--- config.mk ---
export PLATFORM = sky130hd
export DESIGN_NAME = stepper_microstep_generator_unit
export DESIGN_NICKNAME = d
export VERILOG_FILES = /design/src/hdl/smg_pkg.sv /design/src/hdl/smg_cfg.sv /design/src/hdl/smg_mul.sv /design/src/hdl/stepper_microstep_generator_unit.sv
export SDC_FILE = /design/constraint.sdc
export NUM_CORES = 1
export LEC_CHECK = 0
export BUFFER_PORTS_ARGS = -buffer_cell sky130_fd_sc_hd__buf_2
export CAP_MARGIN = 15
export CORE_ASPECT_RATIO = 1.5
export CORE_UTILIZATION = 70
export CTS_CLUSTER_DIAMETER = 60
export DETAILED_ROUTE_END_ITERATION = 8
export PLACE_DENSITY = 0.85
export SYNTH_ARGS = -nofsm -noshare
export SYNTH_HDL_FRONTEND = slang
export SYNTH_SLANG_ARGS = --single-unit
--- constraint.sdc ---
create_clock -name i_clk -period 18 [get_ports i_clk]
set_clock_uncertainty 0.15 [all_clocks]
set_input_delay 0.9 -clock i_clk [delete_from_list [all_inputs] [get_ports i_clk]]
set_output_delay 0.9 -clock i_clk [all_outputs]
set_load 0.05 [all_outputs]
--- src/hdl/smg_pkg.sv ---
// ---------------------------------------------------------------------------
// Stepper microstep generator package
// Shared widths, register indexes, configuration type and the sine table.
// ---------------------------------------------------------------------------
package smg_pkg;

    // Sine table geometry
    localparam int LUT_ENTRIES = 256;
    localparam int QUARTER     = LUT_ENTRIES / 4;
    localparam int LUT_AW      = $clog2(LUT_ENTRIES);
    localparam int QTR_AW      = $clog2(QUARTER);

    // Field widths
    localparam int SPEED_W = 14;
    localparam int PHASE_W = 16;
    localparam int AMP_W   = 8;
    localparam int CFG_DW  = 16;
    localparam int CFG_AW  = 3;

    // Shared multiplier operand and product widths
    localparam int MUL_W  = 17;
    localparam int PROD_W = 2 * MUL_W;

    // Configuration register indexes
    localparam logic [CFG_AW-1:0] REG_SPEED_LIMIT = 3'd0;
    localparam logic [CFG_AW-1:0] REG_ACCEL_STEP  = 3'd1;
    localparam logic [CFG_AW-1:0] REG_AMP_MIN     = 3'd2;
    localparam logic [CFG_AW-1:0] REG_AMP_MAX     = 3'd3;
    localparam logic [CFG_AW-1:0] REG_KNEE_SPEED  = 3'd4;
    localparam logic [CFG_AW-1:0] REG_AMP_SLOPE   = 3'd5;
    localparam logic [CFG_AW-1:0] REG_RATE_GAIN   = 3'd6;

    // Configuration as seen by the datapath
    typedef struct packed {
        logic [12:0] speed_limit;
        logic [8:0]  accel_step;
        logic [7:0]  amp_min;
        logic [7:0]  amp_max;
        logic [12:0] knee_speed;
        logic [15:0] amp_slope;
        logic [11:0] rate_gain;
    } t_cfg;

    // First quarter of a sine wave of amplitude 127, including the peak.
    localparam logic [6:0] QUARTER_SINE [0:QUARTER] = '{
        7'd0,   7'd3,   7'd6,   7'd9,   7'd12,  7'd16,  7'd19,  7'd22,
        7'd25,  7'd28,  7'd31,  7'd34,  7'd37,  7'd40,  7'd43,  7'd46,
        7'd49,  7'd51,  7'd54,  7'd57,  7'd60,  7'd63,  7'd65,  7'd68,
        7'd71,  7'd73,  7'd76,  7'd78,  7'd81,  7'd83,  7'd85,  7'd88,
        7'd90,  7'd92,  7'd94,  7'd96,  7'd98,  7'd100, 7'd102, 7'd104,
        7'd106, 7'd107, 7'd109, 7'd111, 7'd112, 7'd113, 7'd115, 7'd116,
        7'd117, 7'd118, 7'd120, 7'd121, 7'd122, 7'd122, 7'd123, 7'd124,
        7'd125, 7'd125, 7'd126, 7'd126, 7'd126, 7'd127, 7'd127, 7'd127,
        7'd127
    };

    // Full-wave signed sine built from the quarter table by symmetry.
    function automatic logic signed [7:0] sine_lut(input logic [LUT_AW-1:0] idx);
        logic [1:0]        quad;
        logic [QTR_AW-1:0] rem;
        logic [QTR_AW:0]   tidx;
        logic signed [7:0] mag;
        quad = idx[LUT_AW-1 -: 2];
        rem  = idx[QTR_AW-1:0];
        if (quad[0] == 1'b0) begin
            tidx = {1'b0, rem};
        end else begin
            tidx = (QTR_AW+1)'(QUARTER) - {1'b0, rem};
        end
        mag = $signed({1'b0, QUARTER_SINE[tidx]});
        return quad[1] ? -mag : mag;
    endfunction

endpackage

--- src/hdl/smg_cfg.sv ---
// ---------------------------------------------------------------------------
// Stepper microstep generator configuration registers
// Write-only register file; writes to unused indexes are dropped.
// ---------------------------------------------------------------------------
module smg_cfg
    import smg_pkg::*;
(
    input  logic              i_clk,
    input  logic              i_rst_n,
    input  logic              i_cfg_we,
    input  logic [CFG_AW-1:0] i_cfg_idx,
    input  logic [CFG_DW-1:0] i_cfg_data,
    output t_cfg              o_cfg
);

    t_cfg r_cfg;

    // Register writes, each keeping only its field's low bits.
    always_ff @(posedge i_clk) begin
        if (!i_rst_n) begin
            r_cfg.speed_limit <= 13'd4320;
            r_cfg.accel_step  <= 9'd80;
            r_cfg.amp_min     <= 8'd90;
            r_cfg.amp_max     <= 8'd255;
            r_cfg.knee_speed  <= 13'd960;
            r_cfg.amp_slope   <= 16'd352;
            r_cfg.rate_gain   <= 12'd447;
        end else if (i_cfg_we) begin
            unique case (i_cfg_idx)
                REG_SPEED_LIMIT: r_cfg.speed_limit <= i_cfg_data[12:0];
                REG_ACCEL_STEP:  r_cfg.accel_step  <= i_cfg_data[8:0];
                REG_AMP_MIN:     r_cfg.amp_min     <= i_cfg_data[7:0];
                REG_AMP_MAX:     r_cfg.amp_max     <= i_cfg_data[7:0];
                REG_KNEE_SPEED:  r_cfg.knee_speed  <= i_cfg_data[12:0];
                REG_AMP_SLOPE:   r_cfg.amp_slope   <= i_cfg_data[15:0];
                REG_RATE_GAIN:   r_cfg.rate_gain   <= i_cfg_data[11:0];
                default: begin
                end
            endcase
        end
    end

    assign o_cfg = r_cfg;

endmodule

--- src/hdl/smg_mul.sv ---
// ---------------------------------------------------------------------------
// Stepper microstep generator shared multiplier
// Signed multiplier with a registered product, loaded when enabled.
// ---------------------------------------------------------------------------
module smg_mul
    import smg_pkg::*;
(
    input  logic                     i_clk,
    input  logic                     i_en,
    input  logic signed [MUL_W-1:0]  i_a,
    input  logic signed [MUL_W-1:0]  i_b,
    output logic signed [PROD_W-1:0] o_prod
);

    logic signed [PROD_W-1:0] r_prod;

    // The product holds between loads so the sequencer can use it later.
    always_ff @(posedge i_clk) begin
        if (i_en) begin
            r_prod <= i_a * i_b;
        end
    end

    assign o_prod = r_prod;

endmodule

--- src/hdl/stepper_microstep_generator_unit.sv ---
// ---------------------------------------------------------------------------
// Stepper microstep generator
// Sine/cosine coil duty generator with a linear speed ramp.
// ---------------------------------------------------------------------------
// Usage: one input item per PWM period carries a signed target speed and a
// ramp-tick flag. Each item gives exactly one result item: two coil duties,
// the ramped speed and a halted flag.
// The input channel is i_in_valid / o_in_stall, the output channel is
// o_out_valid / i_out_stall. The block takes one item at a time; o_in_stall
// is high from acceptance until the sequencer returns to idle.
// Steps: an item with the ramp tick set passes ten sequencer steps
// (clamp, ramp, magnitude, two multiplier passes for step and amplitude,
// the amplitude step, phase, two multiplier passes for the duties and
// finish); an item without the tick passes only phase, the duty passes
// and finish. The sequencer steps all products through the single shared
// multiplier and takes no new item until the last one is finished.
// The output register holds a result while the receiver stalls; the next
// item is already accepted and worked on, and waits in its finish step
// until the output register is free.
// Reset (synchronous, active low) clears phase, speed, step and amplitude,
// loads the configuration defaults and empties the output register.
// ---------------------------------------------------------------------------
module stepper_microstep_generator_unit
    import smg_pkg::*;
(
    input  logic                      i_clk,
    input  logic                      i_rst_n,
    // configuration
    input  logic                      i_cfg_we,
    input  logic [CFG_AW-1:0]         i_cfg_idx,
    input  logic [CFG_DW-1:0]         i_cfg_data,
    // input channel
    input  logic                      i_in_valid,
    output logic                      o_in_stall,
    input  logic signed [SPEED_W-1:0] i_target_speed,
    input  logic                      i_ramp_tick,
    // output channel
    output logic                      o_out_valid,
    input  logic                      i_out_stall,
    output logic [7:0]                o_duty_a,
    output logic [7:0]                o_duty_b,
    output logic signed [SPEED_W-1:0] o_actual_speed,
    output logic                      o_halted
);

    typedef enum logic [3:0] {
        S_IDLE,
        S_CLAMP,
        S_RAMP,
        S_MAG,
        S_STEP_MUL,
        S_AMP_MUL,
        S_AMP,
        S_PHASE,
        S_DUTY_A,
        S_DUTY_B,
        S_FINISH
    } t_state;

    t_cfg                      w_cfg;
    t_state                    r_state;
    logic signed [SPEED_W-1:0] r_target;
    logic signed [SPEED_W-1:0] r_speed;
    logic [SPEED_W-2:0]        r_mag;
    logic signed [SPEED_W-1:0] r_d;
    logic [PHASE_W-1:0]        r_step;
    logic [PHASE_W-1:0]        r_phase;
    logic [AMP_W-1:0]          r_amp;
    logic [7:0]                r_duty_a;
    logic                      r_out_valid;
    logic [7:0]                r_out_duty_a;
    logic [7:0]                r_out_duty_b;
    logic signed [SPEED_W-1:0] r_out_speed;
    logic                      r_out_halted;

    logic                      w_mul_en;
    logic signed [MUL_W-1:0]   w_mul_a;
    logic signed [MUL_W-1:0]   w_mul_b;
    logic signed [PROD_W-1:0]  w_prod;
    logic signed [SPEED_W:0]   w_lim;
    logic signed [SPEED_W:0]   w_tgt;
    logic signed [SPEED_W:0]   w_spd;
    logic signed [SPEED_W:0]   w_acc;
    logic signed [SPEED_W:0]   w_sum;
    logic signed [SPEED_W:0]   w_ramp;
    logic signed [SPEED_W:0]   w_clamp;
    logic [SPEED_W-1:0]        w_neg_speed;
    logic [12:0]               w_step_mag;
    logic [17:0]               w_amp_sum;
    logic [AMP_W-1:0]          w_amp;
    logic                      w_accept;
    logic                      w_out_free;

    smg_cfg u_cfg (
        .i_clk      (i_clk),
        .i_rst_n    (i_rst_n),
        .i_cfg_we   (i_cfg_we),
        .i_cfg_idx  (i_cfg_idx),
        .i_cfg_data (i_cfg_data),
        .o_cfg      (w_cfg)
    );

    smg_mul u_mul (
        .i_clk  (i_clk),
        .i_en   (w_mul_en),
        .i_a    (w_mul_a),
        .i_b    (w_mul_b),
        .o_prod (w_prod)
    );

    assign w_accept   = i_in_valid && !o_in_stall;
    assign w_out_free = !r_out_valid || !i_out_stall;
    assign o_in_stall = (r_state != S_IDLE);

    // Target clamp to the speed limit.
    always_comb begin
        w_lim = $signed({2'b00, w_cfg.speed_limit});
        w_tgt = $signed({r_target[SPEED_W-1], r_target});
        if (w_tgt > w_lim) begin
            w_clamp = w_lim;
        end else if (w_tgt < -w_lim) begin
            w_clamp = -w_lim;
        end else begin
            w_clamp = w_tgt;
        end
    end

    // Ramp the speed toward the clamped target by one acceleration step.
    always_comb begin
        w_spd = $signed({r_speed[SPEED_W-1], r_speed});
        w_acc = $signed({6'd0, w_cfg.accel_step});
        w_sum = w_spd;
        if (w_spd < w_tgt) begin
            w_sum  = w_spd + w_acc;
            w_ramp = (w_sum > w_tgt) ? w_tgt : w_sum;
        end else if (w_spd > w_tgt) begin
            w_sum  = w_spd - w_acc;
            w_ramp = (w_sum < w_tgt) ? w_tgt : w_sum;
        end else begin
            w_ramp = w_spd;
        end
    end

    assign w_neg_speed = -r_speed;

    // Phase step magnitude from the registered speed times gain product.
    always_comb begin
        if (|w_prod[PROD_W-1:28]) begin
            w_step_mag = 13'h1FFF;
        end else begin
            w_step_mag = w_prod[24:12];
        end
    end

    // Amplitude: minimum plus the slope term, capped at the maximum.
    always_comb begin
        w_amp_sum = {10'd0, w_cfg.amp_min} + {1'b0, w_prod[28:12]};
        if (r_d[SPEED_W-1] || (r_d == '0)) begin
            w_amp = w_cfg.amp_min;
        end else if (w_amp_sum > {10'd0, w_cfg.amp_max}) begin
            w_amp = w_cfg.amp_max;
        end else begin
            w_amp = w_amp_sum[AMP_W-1:0];
        end
    end

    // Operand selection for the shared multiplier.
    always_comb begin
        w_mul_en = 1'b0;
        w_mul_a  = '0;
        w_mul_b  = '0;
        case (r_state)
            S_STEP_MUL: begin
                w_mul_en = 1'b1;
                w_mul_a  = $signed({4'd0, r_mag});
                w_mul_b  = $signed({5'd0, w_cfg.rate_gain});
            end
            S_AMP_MUL: begin
                w_mul_en = 1'b1;
                w_mul_a  = $signed({4'd0, r_d[12:0]});
                w_mul_b  = $signed({1'b0, w_cfg.amp_slope});
            end
            S_DUTY_A: begin
                w_mul_en = 1'b1;
                w_mul_a  = MUL_W'(sine_lut(r_phase[PHASE_W-1 -: LUT_AW]));
                w_mul_b  = $signed({9'd0, r_amp});
            end
            S_DUTY_B: begin
                w_mul_en = 1'b1;
                w_mul_a  = MUL_W'(sine_lut(r_phase[PHASE_W-1 -: LUT_AW]
                                           + LUT_AW'(QUARTER)));
                w_mul_b  = $signed({9'd0, r_amp});
            end
            default: begin
            end
        endcase
    end

    // Sequencer with the datapath and output registers.
    always_ff @(posedge i_clk) begin
        if (!i_rst_n) begin
            r_state     <= S_IDLE;
            r_speed     <= '0;
            r_step      <= '0;
            r_phase     <= '0;
            r_amp       <= '0;
            r_out_valid <= 1'b0;
        end else begin
            // The finish step reloads the output register itself.
            if (r_out_valid && !i_out_stall && (r_state != S_FINISH)) begin
                r_out_valid <= 1'b0;
            end
            unique case (r_state)
                S_IDLE: begin
                    if (w_accept) begin
                        r_target <= i_target_speed;
                        r_state  <= i_ramp_tick ? S_CLAMP : S_PHASE;
                    end
                end
                S_CLAMP: begin
                    r_target <= w_clamp[SPEED_W-1:0];
                    r_state  <= S_RAMP;
                end
                S_RAMP: begin
                    r_speed <= w_ramp[SPEED_W-1:0];
                    r_state <= S_MAG;
                end
                S_MAG: begin
                    r_mag   <= r_speed[SPEED_W-1] ? w_neg_speed[SPEED_W-2:0]
                                                  : r_speed[SPEED_W-2:0];
                    r_state <= S_STEP_MUL;
                end
                S_STEP_MUL: begin
                    r_d     <= $signed({1'b0, r_mag}) - $signed({1'b0, w_cfg.knee_speed});
                    r_state <= S_AMP_MUL;
                end
                S_AMP_MUL: begin
                    r_step  <= r_speed[SPEED_W-1] ? -{3'd0, w_step_mag}
                                                  : {3'd0, w_step_mag};
                    r_state <= S_AMP;
                end
                S_AMP: begin
                    r_amp   <= w_amp;
                    r_state <= S_PHASE;
                end
                S_PHASE: begin
                    r_phase <= r_phase + r_step;
                    r_state <= S_DUTY_A;
                end
                S_DUTY_A: begin
                    r_state <= S_DUTY_B;
                end
                S_DUTY_B: begin
                    r_duty_a <= w_prod[15:8] ^ 8'h80;
                    r_state  <= S_FINISH;
                end
                S_FINISH: begin
                    if (w_out_free) begin
                        r_out_valid  <= 1'b1;
                        r_out_duty_a <= r_duty_a;
                        r_out_duty_b <= w_prod[15:8] ^ 8'h80;
                        r_out_speed  <= r_speed;
                        r_out_halted <= (r_speed == '0);
                        r_state      <= S_IDLE;
                    end
                end
                default: begin
                    r_state <= S_IDLE;
                end
            endcase
        end
    end

    assign o_out_valid    = r_out_valid;
    assign o_duty_a       = r_out_duty_a;
    assign o_duty_b       = r_out_duty_b;
    assign o_actual_speed = r_out_speed;
    assign o_halted       = r_out_halted;

    // An accepted item keeps the input side stalled on the next cycle.
    a_busy_after_accept: assert property (@(posedge i_clk) disable iff (!i_rst_n)
        w_accept |=> o_in_stall)
        else $error("input not stalled after an item was accepted");

    // The halted flag agrees with the reported speed.
    a_halted_match: assert property (@(posedge i_clk) disable iff (!i_rst_n)
        o_out_valid |-> (o_halted == (o_actual_speed == '0)))
        else $error("halted flag disagrees with actual speed");

    // A result appears only when the sequencer finishes an item.
    a_result_source: assert property (@(posedge i_clk) disable iff (!i_rst_n)
        $rose(o_out_valid) |-> $past(r_state == S_FINISH))
        else $error("result appeared outside the finish step");

endmodule

# [After elaboration in Yosys (flattened, before gate mapping)]
# Memory sizes are Yosys's and may differ from the RTL's.
# Cells that the tools add are included.
[classes] addsub=13 multipliers=1 div_mod_pow=0 order_cmp=9 eq_ne=20 n_shift=0 muxes=33 n_bitwise=3 n_reduce_logical=32
[op_table] operator="2-to-1 mux 14 bit" count=7
[op_table] operator="one-hot mux 17 bit (4 select lines)" count=1
[op_table] operator="2-to-1 mux 7 bit" count=8
[op_table] operator="one-hot mux 16 bit (3 select lines)" count=1
[op_table] operator="one-hot mux 4 bit (11 select lines)" count=1
[op_table] operator="multiplier 17 x 17 -> 34 bit" count=1
[op_table] operator="2-to-1 mux 8 bit" count=4
[op_table] operator="greater-than comparator 14 bit" count=2
[op_table] operator="zero test 14 bit" count=2
[op_table] operator="one-hot mux 14 bit (2 select lines)" count=1
[op_table] operator="2-to-1 mux 13 bit" count=2
[op_table] operator="AND reduction 2 bit" count=12
[op_table] operator="adder 8 x 17 -> 18 bit" count=1
[op_table] operator="greater-than comparator 18 x 8 -> 1 bit" count=1
[op_table] operator="adder 16 bit" count=1
[op_table] operator="equality test 4 x 3 -> 1 bit (second input constant)" count=4
[op_table] operator="greater-or-equal comparator 8 bit (second input constant)" count=2
[op_table] operator="2-to-1 mux 16 bit" count=1
[op_table] operator="negation 13 -> 16 bit" count=1
[op_table] operator="negation 7 -> 8 bit" count=2
[op_table] operator="NOT 7 -> 8 bit" count=2
[op_table] operator="adder 14 x 10 -> 15 bit" count=1
[op_table] operator="greater-than comparator 15 x 14 -> 1 bit" count=1
[op_table] operator="< comparator 14 x 15 -> 1 bit" count=1
[op_table] operator="other kinds (33)" count=51
[word_totals] ff_bits=252 latch_bits=0 ramBits=0 romBits=1792 out_inout_bits=33 word_cells=135 mem_count=2
[mem_list] name="(name not given)" depth=128 width=7 rd=1 rd_clocked_by_memory_dff=0 write_ports=0 line_no="smg_pkg.sv:70" text="mag = $signed({1'b0, QUARTER_SINE[tidx]});"
[mem_list] name="(name not given)" depth=128 width=7 rd=1 rd_clocked_by_memory_dff=0 write_ports=0 line_no="smg_pkg.sv:70"

# [Logic depth before layout (Yosys ltp)]
# Gate-level depths: netlist (run 1).
[logic_depth] ltp_word=12 depth_mapped=43

# [Modules after synthesis]
# Synthesis (run 1) repeated with hierarchy kept, for this count alone.
[hier_totals] cells_unflattened=3283 hier_area_um2=29096.7
[by_module_without_submodules] mod="stepper_microstep_generator_unit" n_inst=1 cells_each=1721 area_each_um2=13930.9 seq_area_each_um2=3583.4
[by_module_without_submodules] mod="smg_mul" n_inst=1 cells_each=1268 area_each_um2=12102.9 seq_area_each_um2=1021.0
[by_module_without_submodules] mod="smg_cfg" n_inst=1 cells_each=294 area_each_um2=3062.9 seq_area_each_um2=1581.5

# [Worst setup path before layout (run 1)]
# OpenSTA, ideal clock, no wires.
[synth_timing] kind="register to register" start="reg r_phase[8]" end="reg u_mul.r_prod[32] (netlist: u_mul.o_prod[32]) (data pin)" setup_time_ps=258 arrival_ps=9352 required_time_ps=17592 setup_slack_ps=8240 stages_incl_launch_ff=40 n_path_buf=1 path_cell_list="dfxtp_1 -> buf_2 -> inv_1 -> ha_1 -> nand2_1 -> o21ai_1 -> inv_1 -> ha_1 -> mux2i_1 -> o22a_1 -> o211ai_1 -> o21ai_1 -> a2111oi_2 -> or2_2 -> ha_1 -> inv_1 -> o31ai_1 -> xor2_1 -> [... 4 more ...] -> fa_1 -> fa_1 -> fa_1 -> fa_1 -> inv_1 -> fa_1 -> inv_1 -> ha_1 -> a21o_1 -> a21oi_1 -> o21ai_0 -> a21o_1 -> a21oi_1 -> o221a_2 -> a21oi_1 -> a211o_1 -> a21oi_1 -> xnor2_1"
[synth_between] elab_chain_cells=12 word_cells_on_any_way=21
[synth_rtl] element="from (decl)" line_no="stepper_microstep_generator_unit.sv:67" text="logic [PHASE_W-1:0] r_phase;"
[synth_rtl] element="from (signal assigned)" line_no="stepper_microstep_generator_unit.sv:247" text="r_phase <= r_phase + r_step;"
[synth_rtl] element="adder 8 x 7 -> 8 bit" line_no="stepper_microstep_generator_unit.sv:191" text="+ LUT_AW'(QUARTER)));"
[synth_rtl] element="subtractor 7 x 6 -> 7 bit" line_no="smg_pkg.sv:68" text="tidx = (QTR_AW+1)'(QUARTER) - {1'b0, rem};"
[synth_rtl] element="2-to-1 mux 7 bit" line_no="smg_pkg.sv:65" text="if (quad[0] == 1'b0) begin"
[synth_rtl] element="2-to-1 mux 7 bit" line_no="stepper_microstep_generator_unit.sv:172" text="case (r_state)"
[synth_rtl] element="NOT 7 -> 8 bit (not written as such)" line_no="smg_pkg.sv:70"
[synth_rtl] element="memory (128 x 7 bit)"
[synth_rtl] element="2-to-1 mux 7 bit (not written as such) (2 in series)" line_no="smg_pkg.sv:70"
[synth_rtl] element="negation 7 -> 8 bit" line_no="smg_pkg.sv:71" text="return quad[1] ? -mag : mag;"
[synth_rtl] element="2-to-1 mux 8 bit" line_no="smg_pkg.sv:71"
[synth_rtl] element="one-hot mux 17 bit (4 select lines) *" line_no="stepper_microstep_generator_unit.sv:172"
[synth_rtl] element="multiplier 17 x 17 -> 34 bit *" line_no="smg_mul.sv:20" text="r_prod <= i_a * i_b;"
[synth_rtl] element="to (signal assigned)" line_no="smg_mul.sv:20"
[synth_rtl] element="to (decl)" line_no="smg_mul.sv:15" text="logic signed [PROD_W-1:0] r_prod;"
# Every way passes the cells marked *; elsewhere a longest branch is shown, timed or not. The select of a mux whose other input is x is not followed.
# A chain may end at the register's enable or synchronous reset.

# [Worst setup path in the final report (run 1)]
[layout_timing] start="reg r_phase[8]" end="reg u_mul.r_prod[30] (netlist: u_mul.o_prod[30]) (data pin)"
# The elaborated chain is that of the path after synthesis.

==> results of run 1 <==
[flip-flops by register name (all words and copies together) (netlist names), 13 cells and up]
| signal | cells |
|---|---|
| r_speed | 14 |
| u_cfg.o_cfg | 79 |
| r_phase | 16 |
| r_step | 16 |
| o_actual_speed | 14 |
| u_mul.o_prod | 26 |
| r_mag | 13 |
| r_d | 14 |
| r_target | 14 |
[cells by family after synthesis]
| kind of cell | count (synthesis) | synth area share [%] |
|---|---|---|
| adders and majority gates | 485 | 30.8 |
| buffers and inverters | 536 | 7.99 |
| and+or+nand+nor | 983 | 17.4 |
| DFF | 244 | 23.1 |
| muxes | 13 | 0.514 |
| AOI/OAI and AO/OA | 599 | 15.7 |
| xor gates and xnor gates | 129 | 4.55 |
| other | 2 | 0.0291 |
[layout by cell type, fill, tap and decap left out, types with 85 or more instances in the layout]
cell type / synthesis / routed
o21ai_0: 85 / 85
nor2_1: 267 / 266
fa_1: 249 / 249
inv_1: 423 / 422
xnor2_1: 91 / 91
edfxtp_1: 106 / 106
nand2_1: 390 / 390
a21oi_1: 190 / 189
dfxtp_1: 138 / 138
ha_1: 236 / 236
[area by class of cell]
type                    count  area share, %
multi-input cells        2226           64.7
flip-flops and latches    244           21.5
inverters                 425           5.78
clock buffers              41           3.18
well taps                 478           2.17
repair buffers             99           2.05
clock inverters            13          0.571
diodes                      2         0.0181
[metrics by stage]
stage | utilization, % | power, mW
after floorplan | - | 1.41
after global placement | 73.7 | 1.61
after detailed placement | 73.7 | 1.68
after CTS | 76.5 | 2.31
after global routing | 76.6 | 2.46
final | 76.6 | 2.34
[worst max-delay path, delay by kind of cell, from the launching register on]
family | cells | cell delay, ps
adders and majority gates | 8 | 4240
and+or+nand+nor | 7 | 2430
AOI/OAI and AO/OA | 10 | 2940
DFF | 1 | 300
xor gates and xnor gates | 2 | 380
buffers and inverters | 8 | 880
[power breakdown]
part	total [mW]	internal, mW	switching, mW
registers	0.718	0.649	0.0689
clock network	0.633	0.372	0.261
logic	0.989	0.386	0.602
[metal layers]
metal / track usage (%) / share of wire [%]
met1: 46.7 / 33
met4: 38.0 / 10
met3: 8.90 / 9.2
met2: 71.6 / 47
met5: 0 / 0.016
[how the worst min path moves through the flow]
stage	cells past startpoint	end	start
floorplan	0	o_duty_a[0]$_DFFE_PP_	r_duty_a[0]$_DFFE_PP_
global placement	0	o_duty_a[1]$_DFFE_PP_	r_duty_a[1]$_DFFE_PP_
detailed placement	0	o_duty_a[4]$_DFFE_PP_	r_duty_a[4]$_DFFE_PP_
CTS	0	o_duty_a[1]$_DFFE_PP_	r_duty_a[1]$_DFFE_PP_
global route	0	o_duty_a[3]$_DFFE_PP_	r_duty_a[3]$_DFFE_PP_
finish	0	o_duty_a[1]$_DFFE_PP_	r_duty_a[1]$_DFFE_PP_
==> reports/results.tsv, run 1 <==
metric	value	unit
RSZ-0062 raised after global routing	false	
CP Capture Point	u_mul.o_prod[30]$_DFFE_PN_	
Yosys top cell area share	19.3	%
Design Area, Final	27600	um^2
RR Endpoint	u_mul.o_prod[30]$_DFFE_PN_	
fraction of layout cells with a size suffix above 1	7.09	%
Inserted Clock Buffers	29	
HPWL Detailed	60500	um
pwr dens	84.7	nW/um^2
register area	5950	um^2
Avg Inst Size Synth	8.62	um^2
Ys Warns	0	
Final setup viols	0	
fin. max-slew vios	0	
vias per cell	6.52	
DP Area	26600	um^2
critical path capture point type	flip-flop	
first-pass iteration count of the detailed router	7	
post-route insts no fill	3528	
Clock transition at path regs	70	ps
setup bufs post-CTS	0	
DP Cell Count	3470	
H-Tree Depth	1	
CORE AREA	36100	um^2
area of the multi-input gates	17900	um^2
GP Congestion	0.997	
Initial Utilization	71.5	%
Total Nets Final	3549	
final worst-path cycle share	64.1	%
EDFF count, synth	106	
number of global-route vias before repair	23835	
Final Hold Vio Count	0	
DRT antenna net count	0	
Worst Setup Path Type	reg -> reg	
f_max	86.7	MHz
die width	159	um
Remaining Overflow, GRT	0	
maximum root-to-sink buffer count	3	
DRC errors left	0	
WL/cell	22.6	um
Total GRT Usage	43.1	%
IO Count	72	
Worst-Skew Late Latency	590	ps
pin count of the biggest net entering global routing	62	
Worst Path Max Fanout	27	
antenna violations before repair	2	
hold_buf cts	0	
PortBufs	71	
worst slack, placed	6780	ps
Commonest cells post-synth	inv_1, nand2_1, nor2_1	
setup TNS	0	ps
Vias	22989	
setup ws final	6470	ps
WHS	277	ps
Leak	12.3	nW
FP Rows	85	
Hold Path Class	reg -> reg	
top cells by area, synth	fa_1, edfxtp_1, ha_1	
status	finished clean	
Worst Setup SP	r_phase[8]$_SDFFE_PN0P_	
fillers	2417	
predominant post-synthesis flop cell	dfxtp_1	
max-cap violations	0	
cts repair resizes	0	
VDD IR max	0.231	mV
area grow syn2layout	7.09	%
CP max stage delay	820	ps
Crit path arrival time	11800	ps
reg2reg start	r_phase[8]$_SDFFE_PN0P_	
die height	237	um
min Tclk post-route	11530	ps
cells on worst reg2reg path	35	
slowest cell on the critical path	ha_1	
most used cell, CP	inv_1	
routed wire length	79700	um
worst path required time	18270	ps
Sink Count	244	
die area	37600	um^2
Yosys cell types	96	
top-count cell post-synth	inv_1	
synthesis-stage register bit count	244	
Post-Synthesis Cell Area	25800	um^2
CTS tree	done	
Root Driver	clkbuf_16	
flop-to-flop setup slack	6470	ps
Syn Inst Count	2991	
1st-iter DRT viols	2487	
CP Launch Type	flip-flop	
Worst slew margin	10.1	%
asr flop ratio synth	0	%
sequential cell area fraction in the yosys report	23.1	%
first-pass GRT wire length	125000	um
Slew @ Worst Pin	1350	ps
biggest area consumer among synthesized cells	fa_1	
(Power assumes the default switching activity.)
==> run 2, diff against run 1 <==
--- a/config.mk
+++ b/config.mk
@@ -5,13 +5,14 @@
 export SDC_FILE = /design/constraint.sdc
 export NUM_CORES = 1
 export LEC_CHECK = 0
+export ABC_AREA = 1
 export BUFFER_PORTS_ARGS = -buffer_cell sky130_fd_sc_hd__buf_2
 export CAP_MARGIN = 15
 export CORE_ASPECT_RATIO = 1.5
-export CORE_UTILIZATION = 70
+export CORE_UTILIZATION = 59
 export CTS_CLUSTER_DIAMETER = 60
 export DETAILED_ROUTE_END_ITERATION = 8
-export PLACE_DENSITY = 0.85
+export PLACE_DENSITY = 0.76
 export SYNTH_ARGS = -nofsm -noshare
 export SYNTH_HDL_FRONTEND = slang
 export SYNTH_SLANG_ARGS = --single-unit
==> constraint.sdc (replaced) <==
create_clock -name i_clk -period 10.2 [get_ports i_clk]
set_clock_uncertainty 0.15 [all_clocks]
set_input_delay 0.51 -clock i_clk [delete_from_list [all_inputs] [get_ports i_clk]]
set_output_delay 0.51 -clock i_clk [all_outputs]
set_load 0.05 [all_outputs]
==> reports/results.tsv, run 2 <==
metric	value	unit	change
status	finished clean		
Initial Utilization	59.7	%	-12 points
die area	45300	um^2	+20%
Ys Warns	0		unchanged
WL/cell	19.0	um	-16%
CP max stage delay	660	ps	-160 ps
reg2reg start	r_phase[8]$_SDFFE_PN0P_		
1st-iter DRT viols	1637		-34%
DRT antenna net count	0		unchanged
Remaining Overflow, GRT	0		unchanged
routed wire length	77000	um	-3.4%
DRC errors left	0		unchanged
cts repair resizes	0		unchanged
asr flop ratio synth	0	%	unchanged
Inserted Clock Buffers	26		-10%
CTS tree	done		
GP Congestion	0.985		-1.2%
Clock transition at path regs	60	ps	about the same
delay-heaviest family, CP	adder cells		
RSZ-0062 raised after global routing	false		
first-pass iteration count of the detailed router	5		-2
worst-case hold path end point	r_target[1]$_DFFE_PP_		
fraction of layout cells with a size suffix above 1	5.69	%	-1.4 points
Vias	22939		-0.22%
WP depth	36		+2.9%
PortBufs	71		unchanged
max-cap violations	0		unchanged
Avg Inst Size Synth	7.69	um^2	-11%
CORE AREA	43900	um^2	+22%
slowest cell on the critical path	fa_1		
top cells by area, synth	fa_1, edfxtp_1, ha_1		
Slew @ Worst Pin	1040	ps	-309 ps
vias per cell	5.66		-13%
HPWL Detailed	61800	um	+2.2%
DP Cell Count	4005		+15%
cells on worst reg2reg path	36		+2.9%
n_diodes	0		-2
sequential cell area fraction in the yosys report	22.7	%	-0.37 points
area grow syn2layout	6.73	%	
Yosys top cell area share	19.0	%	-0.31 points
VDD IR max	0.150	mV	-35%
number of global-route vias before repair	23705		-0.55%
Commonest cells post-synth	nand2_1, inv_1, fa_1		
first-pass GRT wire length	122000	um	-3.1%
Final Hold Vio Count	0		unchanged
Leak	14.9	nW	+21%
EDFF count, synth	106		unchanged
Total Nets Final	3982		+12%
Worst Setup Path Type	reg -> reg		
RR Endpoint	u_mul.o_prod[31]$_DFFE_PN_		
post-route insts no fill	4054		+15%
Pwr Total	4.26	mW	+82%
setup bufs post-CTS	0		unchanged
Worst-Skew Late Latency	550	ps	-40 ps
most used cell, CP	fa_1		
setup TNS	0	ps	unchanged
Total GRT Usage	34.5	%	-8.6 points
Worst slew margin	30.7	%	+21 points
antenna violations before repair	1		-1
Crit path arrival time	9800	ps	-2000 ps
pin count of the biggest net entering global routing	73		+18%
FP Rows	94		+11%
biggest area consumer among synthesized cells	fa_1		
fin. max-slew vios	0		unchanged
Final setup viols	0		unchanged
maximum root-to-sink buffer count	3		unchanged
max reg flops	79		unchanged
Worst Hold Launch	i_target_speed[1]		
Yosys cell types	54		-44%
Syn Inst Count	3406		+14%
die height	260	um	+9.7%
f_max	103	MHz	+19%
top-count cell post-synth	nand2_1		
worst path required time	10330	ps	-7940 ps
H-Tree Depth	1		unchanged
Hold Path Class	in -> reg		
CP Launch Type	flip-flop		
synthesis-stage register bit count	244		unchanged
Post-Synthesis Cell Area	26200	um^2	+1.6%
Hold Path Depth	3		+3
flop-to-flop setup slack	530	ps	-5930 ps
die width	174	um	+9.7%
commonest cells after routing, fill and taps aside	nand2_1, inv_1, fa_1, ha_1, a21oi_1		
min Tclk post-route	9670	ps	-1870 ps
pwr dens	152	nW/um^2	+80%
Worst Path Max Fanout	20		-26%
final worst-path cycle share	94.8	%	+31 points
predominant post-synthesis flop cell	dfxtp_1		
IO Count	72		unchanged
critical path capture point type	flip-flop		
Sink Count	244		unchanged
WP buf/inv	7		-1
most common cell after layout, fill and taps aside	nand2_1		
hold_buf cts	0		unchanged
Root Driver	clkbuf_16		
-- run 2: cell count changes after synthesis, sizes merged, moves of 31 or more --
cell / before / now
xnor2: 94 / 29
a211oi: 36 / 3
nand2: 390 / 749
nand3: 61 / 196
nand2b: 44 / 0
nor2: 269 / 203
nor2b: 31 / 0
o21ai: 91 / 198
inv: 424 / 721
xor2: 34 / 88
-- run 2: worst reg2reg max path, delay by kind of cell (launching register included) --
family | cells | cell delay [ps]
simple gates | 13 | 1600
flops | 1 | 340
compound gates | 6 | 1780
fa+ha+maj | 9 | 4360
xor+xnor | 1 | 190
buf+inv | 7 | 1000
-- run 2: worst max path at each step --
stage                                        start                          to  slack, ps
after global routing       r_phase[8]$_SDFFE_PN0P_  u_mul.o_prod[31]$_DFFE_PN_        100
after CTS                 r_phase[14]$_SDFFE_PN0P_  u_mul.o_prod[31]$_DFFE_PN_        540
after floorplan            r_phase[8]$_SDFFE_PN0P_  u_mul.o_prod[33]$_DFFE_PN_       1490
final                      r_phase[8]$_SDFFE_PN0P_  u_mul.o_prod[31]$_DFFE_PN_        530
after global placement    r_phase[14]$_SDFFE_PN0P_  u_mul.o_prod[31]$_DFFE_PN_        780
after detailed placement  r_phase[14]$_SDFFE_PN0P_  u_mul.o_prod[31]$_DFFE_PN_        560
-- run 2: final cells by class --
class	instances	area, um^2
clock buffer	42	847
clock inverter	6	43.8
fill	3875	15900
inverter	723	2710
multi-input combinational	2358	17100
sequential	244	5950
tap	576	721
timing repair buffer	105	611
-- run 2: cell families (layout without fill, tap and decap cells) --
group	count (synthesis)	after routing	share of synthesized area, %
AND/OR/NAND/NOR	1222	1222	19.6
adder cells (fa/ha/maj)	485	485	30.3
buffers and inverters	819	876	12.4
flip-flops	244	244	22.7
XOR/XNOR	117	117	3.91
other	2	17	0.0287
AO/OA/AOI/OAI	517	517	11.0
-- run 2: power by group --
group	switching [mW]	internal, mW
Sequential	0.0965	1.15
Clock	0.409	0.570
Combinational	1.33	0.697
Total	1.84	2.42
-- run 2: metrics by stage --
| stage | instance area (um^2) | worst slack, ps | hold slack (ps) | utilization [%] |
|---|---|---|---|---|
| after global routing | 28000 | 97.3 | 87.8 | 63.8 |
| after detailed placement | 27100 | 560 | 255 | 61.7 |
| after global placement | 27100 | 777 | 253 | 61.7 |
| after floorplan | 26300 | 1490 | 250 | - |
| final | 28000 | 534 | 79.8 | 63.8 |
| after CTS | 28000 | 543 | 72.7 | 63.7 |
-- run 2: layer usage --
| layer | GRT usage [%] | vias to the layer above | share of wire [%] |
|---|---|---|---|
| li1 | - | 10812 | - |
| met1 | 34.3 | 10972 | 34 |
| met2 | 64.9 | 824 | 52 |
| met3 | 3.42 | 329 | 4.6 |
| met4 | 28.1 | 2 | 9.1 |
| met5 | 0 | - | 0.016 |
==> run 3, diff against run 2 <==
--- a/config.mk
+++ b/config.mk
@@ -5,7 +5,6 @@
 export SDC_FILE = /design/constraint.sdc
 export NUM_CORES = 1
 export LEC_CHECK = 0
-export ABC_AREA = 1
 export BUFFER_PORTS_ARGS = -buffer_cell sky130_fd_sc_hd__buf_2
 export CAP_MARGIN = 15
 export CORE_ASPECT_RATIO = 1.5
==> reports/results.tsv, run 3 (synthesized netlist as in run 1, its figures left out) <==
metric	value	unit	change
status	finished clean		
CORE AREA	43100	um^2	-1.9%
CTS tree	done		
CP Launch Type	flip-flop		
Leak	12.4	nW	-16%
Worst Setup Path Type	reg -> reg		
Total GRT Usage	34.5	%	about the same
Clock transition at path regs	60	ps	about the same
DRC errors left	0		unchanged
setup ws final	463	ps	-71.4 ps
fraction of layout cells with a size suffix above 1	8.42	%	+2.7 points
worst slack, placed	256	ps	-304 ps
antenna violations before repair	0		-1
critical path capture point type	flip-flop		
worst path required time	10390	ps	+60 ps
slowest cell on the critical path	fa_1		
Vias	22089		-3.7%
Sink Count	244		unchanged
Worst Path Max Fanout	11		-45%
Crit path arrival time	9920	ps	+120 ps
die width	173	um	-0.80%
PortBufs	71		unchanged
commonest cells after routing, fill and taps aside	inv_1, nand2_1, nor2_1, fa_1, ha_1		
final worst-path cycle share	95.5	%	+0.70 points
die height	258	um	-0.80%
pin count of the biggest net entering global routing	65		-11%
die area	44600	um^2	-1.6%
routed wire length	76200	um	-1.1%
Final setup viols	0		unchanged
Hold Path Class	in -> reg		
hold_buf cts	0		unchanged
setup TNS	0	ps	unchanged
n_diodes	0		unchanged
FP Rows	93		-1.1%
register area	5950	um^2	about the same
number of global-route vias before repair	22630		-4.5%
f_max	103	MHz	-0.73%
max reg flops	79		unchanged
IO Count	72		unchanged
Total Nets Final	3577		-10%
fillers	3707		-4.3%
pwr dens	144	nW/um^2	-5.5%
GP Congestion	1.01		+2.8%
Worst slew margin	26.6	%	-4.1 points
DRT antenna net count	0		unchanged
Root Driver	clkbuf_16		
VDD IR max	0.332	mV	+120%
most used cell, CP	fa_1		
H-Tree Depth	1		unchanged
Inserted Clock Buffers	29		+12%
DP Cell Count	3591		-10%
vias per cell	6.06		+7.1%
post-route insts no fill	3646		-10%
max-cap violations	0		unchanged
HPWL Detailed	60600	um	-1.9%
maximum root-to-sink buffer count	3		unchanged
area of the multi-input gates	18000	um^2	+5.2%
first-pass GRT wire length	121000	um	-0.66%
1st-iter DRT viols	1643		+0.37%
Final Hold Vio Count	0		unchanged
Worst-Skew Late Latency	590	ps	+40 ps
min Tclk post-route	9740	ps	+71.4 ps
first-pass iteration count of the detailed router	8		+3
Slew @ Worst Pin	1100	ps	+57.5 ps
CP max stage delay	530	ps	-130 ps
area grow syn2layout	8.56	%	
Remaining Overflow, GRT	0		unchanged
Initial Utilization	59.9	%	+0.16 points
WL/cell	20.9	um	+10%
fin. max-slew vios	0		unchanged
most common cell after layout, fill and taps aside	inv_1		
RSZ-0062 raised after global routing	false		
run 3: cell types whose count changed in the layout (fill, tap and decap cells not counted), sizes merged, moves of 54 or more:
cell   delta
inv     -294
nand2   -359
nand3   -135
nor2     +66
o21ai   -107
xnor2    +65
xor2     -54
run 3: timing repair:
action	in CTS	in global routing
resized for setup	0	27
buffers inserted	0	1
endpoints found under the setup margin	0	9
run 3: critical path: cells and delay by family, from the launching register on:
kind	cells	cell delay [ps]
buffers and inverters	7	790
DFF	1	330
AOI/OAI and AO/OA	11	2380
and+or+nand+nor	7	1810
muxes	1	160
adders and majority gates	9	3780
xor gates and xnor gates	1	70
run 3: worst paths after layout:
check,startpoint,end,slack [ps],depth (start not counted)
setup reg to reg,r_phase[9]$_SDFFE_PN0P_,u_mul.o_prod[32]$_DFFE_PN_,460,36
setup / recovery,r_phase[9]$_SDFFE_PN0P_,u_mul.o_prod[32]$_DFFE_PN_,460,36
hold / removal,i_cfg_data[13],u_cfg.o_cfg[25]$_SDFFE_PN0P_,60,3
hold reg to reg,r_duty_a[5]$_DFFE_PP_,o_duty_a[5]$_DFFE_PP_,270,0
run 3: through the flow:
stage,utilization [%],hold WS [ps],total power [mW],cell area (um^2)
finish,65.0,61.2,4.02,28000
global route,65.0,55.2,4.27,28000
CTS,64.7,38.4,4.01,27900
detailed placement,62.5,255,2.94,26900
global placement,62.5,253,2.89,26900
floorplan,-,250,2.50,25800
run 3: layout make-up:
cell class                 instances  area share [%]
multi-input combinational       2226            64.2
sequential                       244            21.2
inverter                         425            5.71
clock buffer                      37            2.94
timing repair buffer             127            2.78
tap                              570            2.55
clock inverter                    17           0.532
run 3: layer usage:
metal / global-route usage [%] / vias to the layer above / wire length (um)
li1: - / 10185 / -
met1: 40.3 / 10722 / 28500
met2: 60.5 / 913 / 37500
met3: 4.26 / 269 / 4820
met4: 21.2 / 0 / 5320
met5: 0 / - / 0
run 3: report_power, final:
group	switching, mW	internal, mW	total [mW]
clock network	0.459	0.602	1.06
logic	1.03	0.675	1.70
registers	0.117	1.14	1.26
total	1.60	2.42	4.02
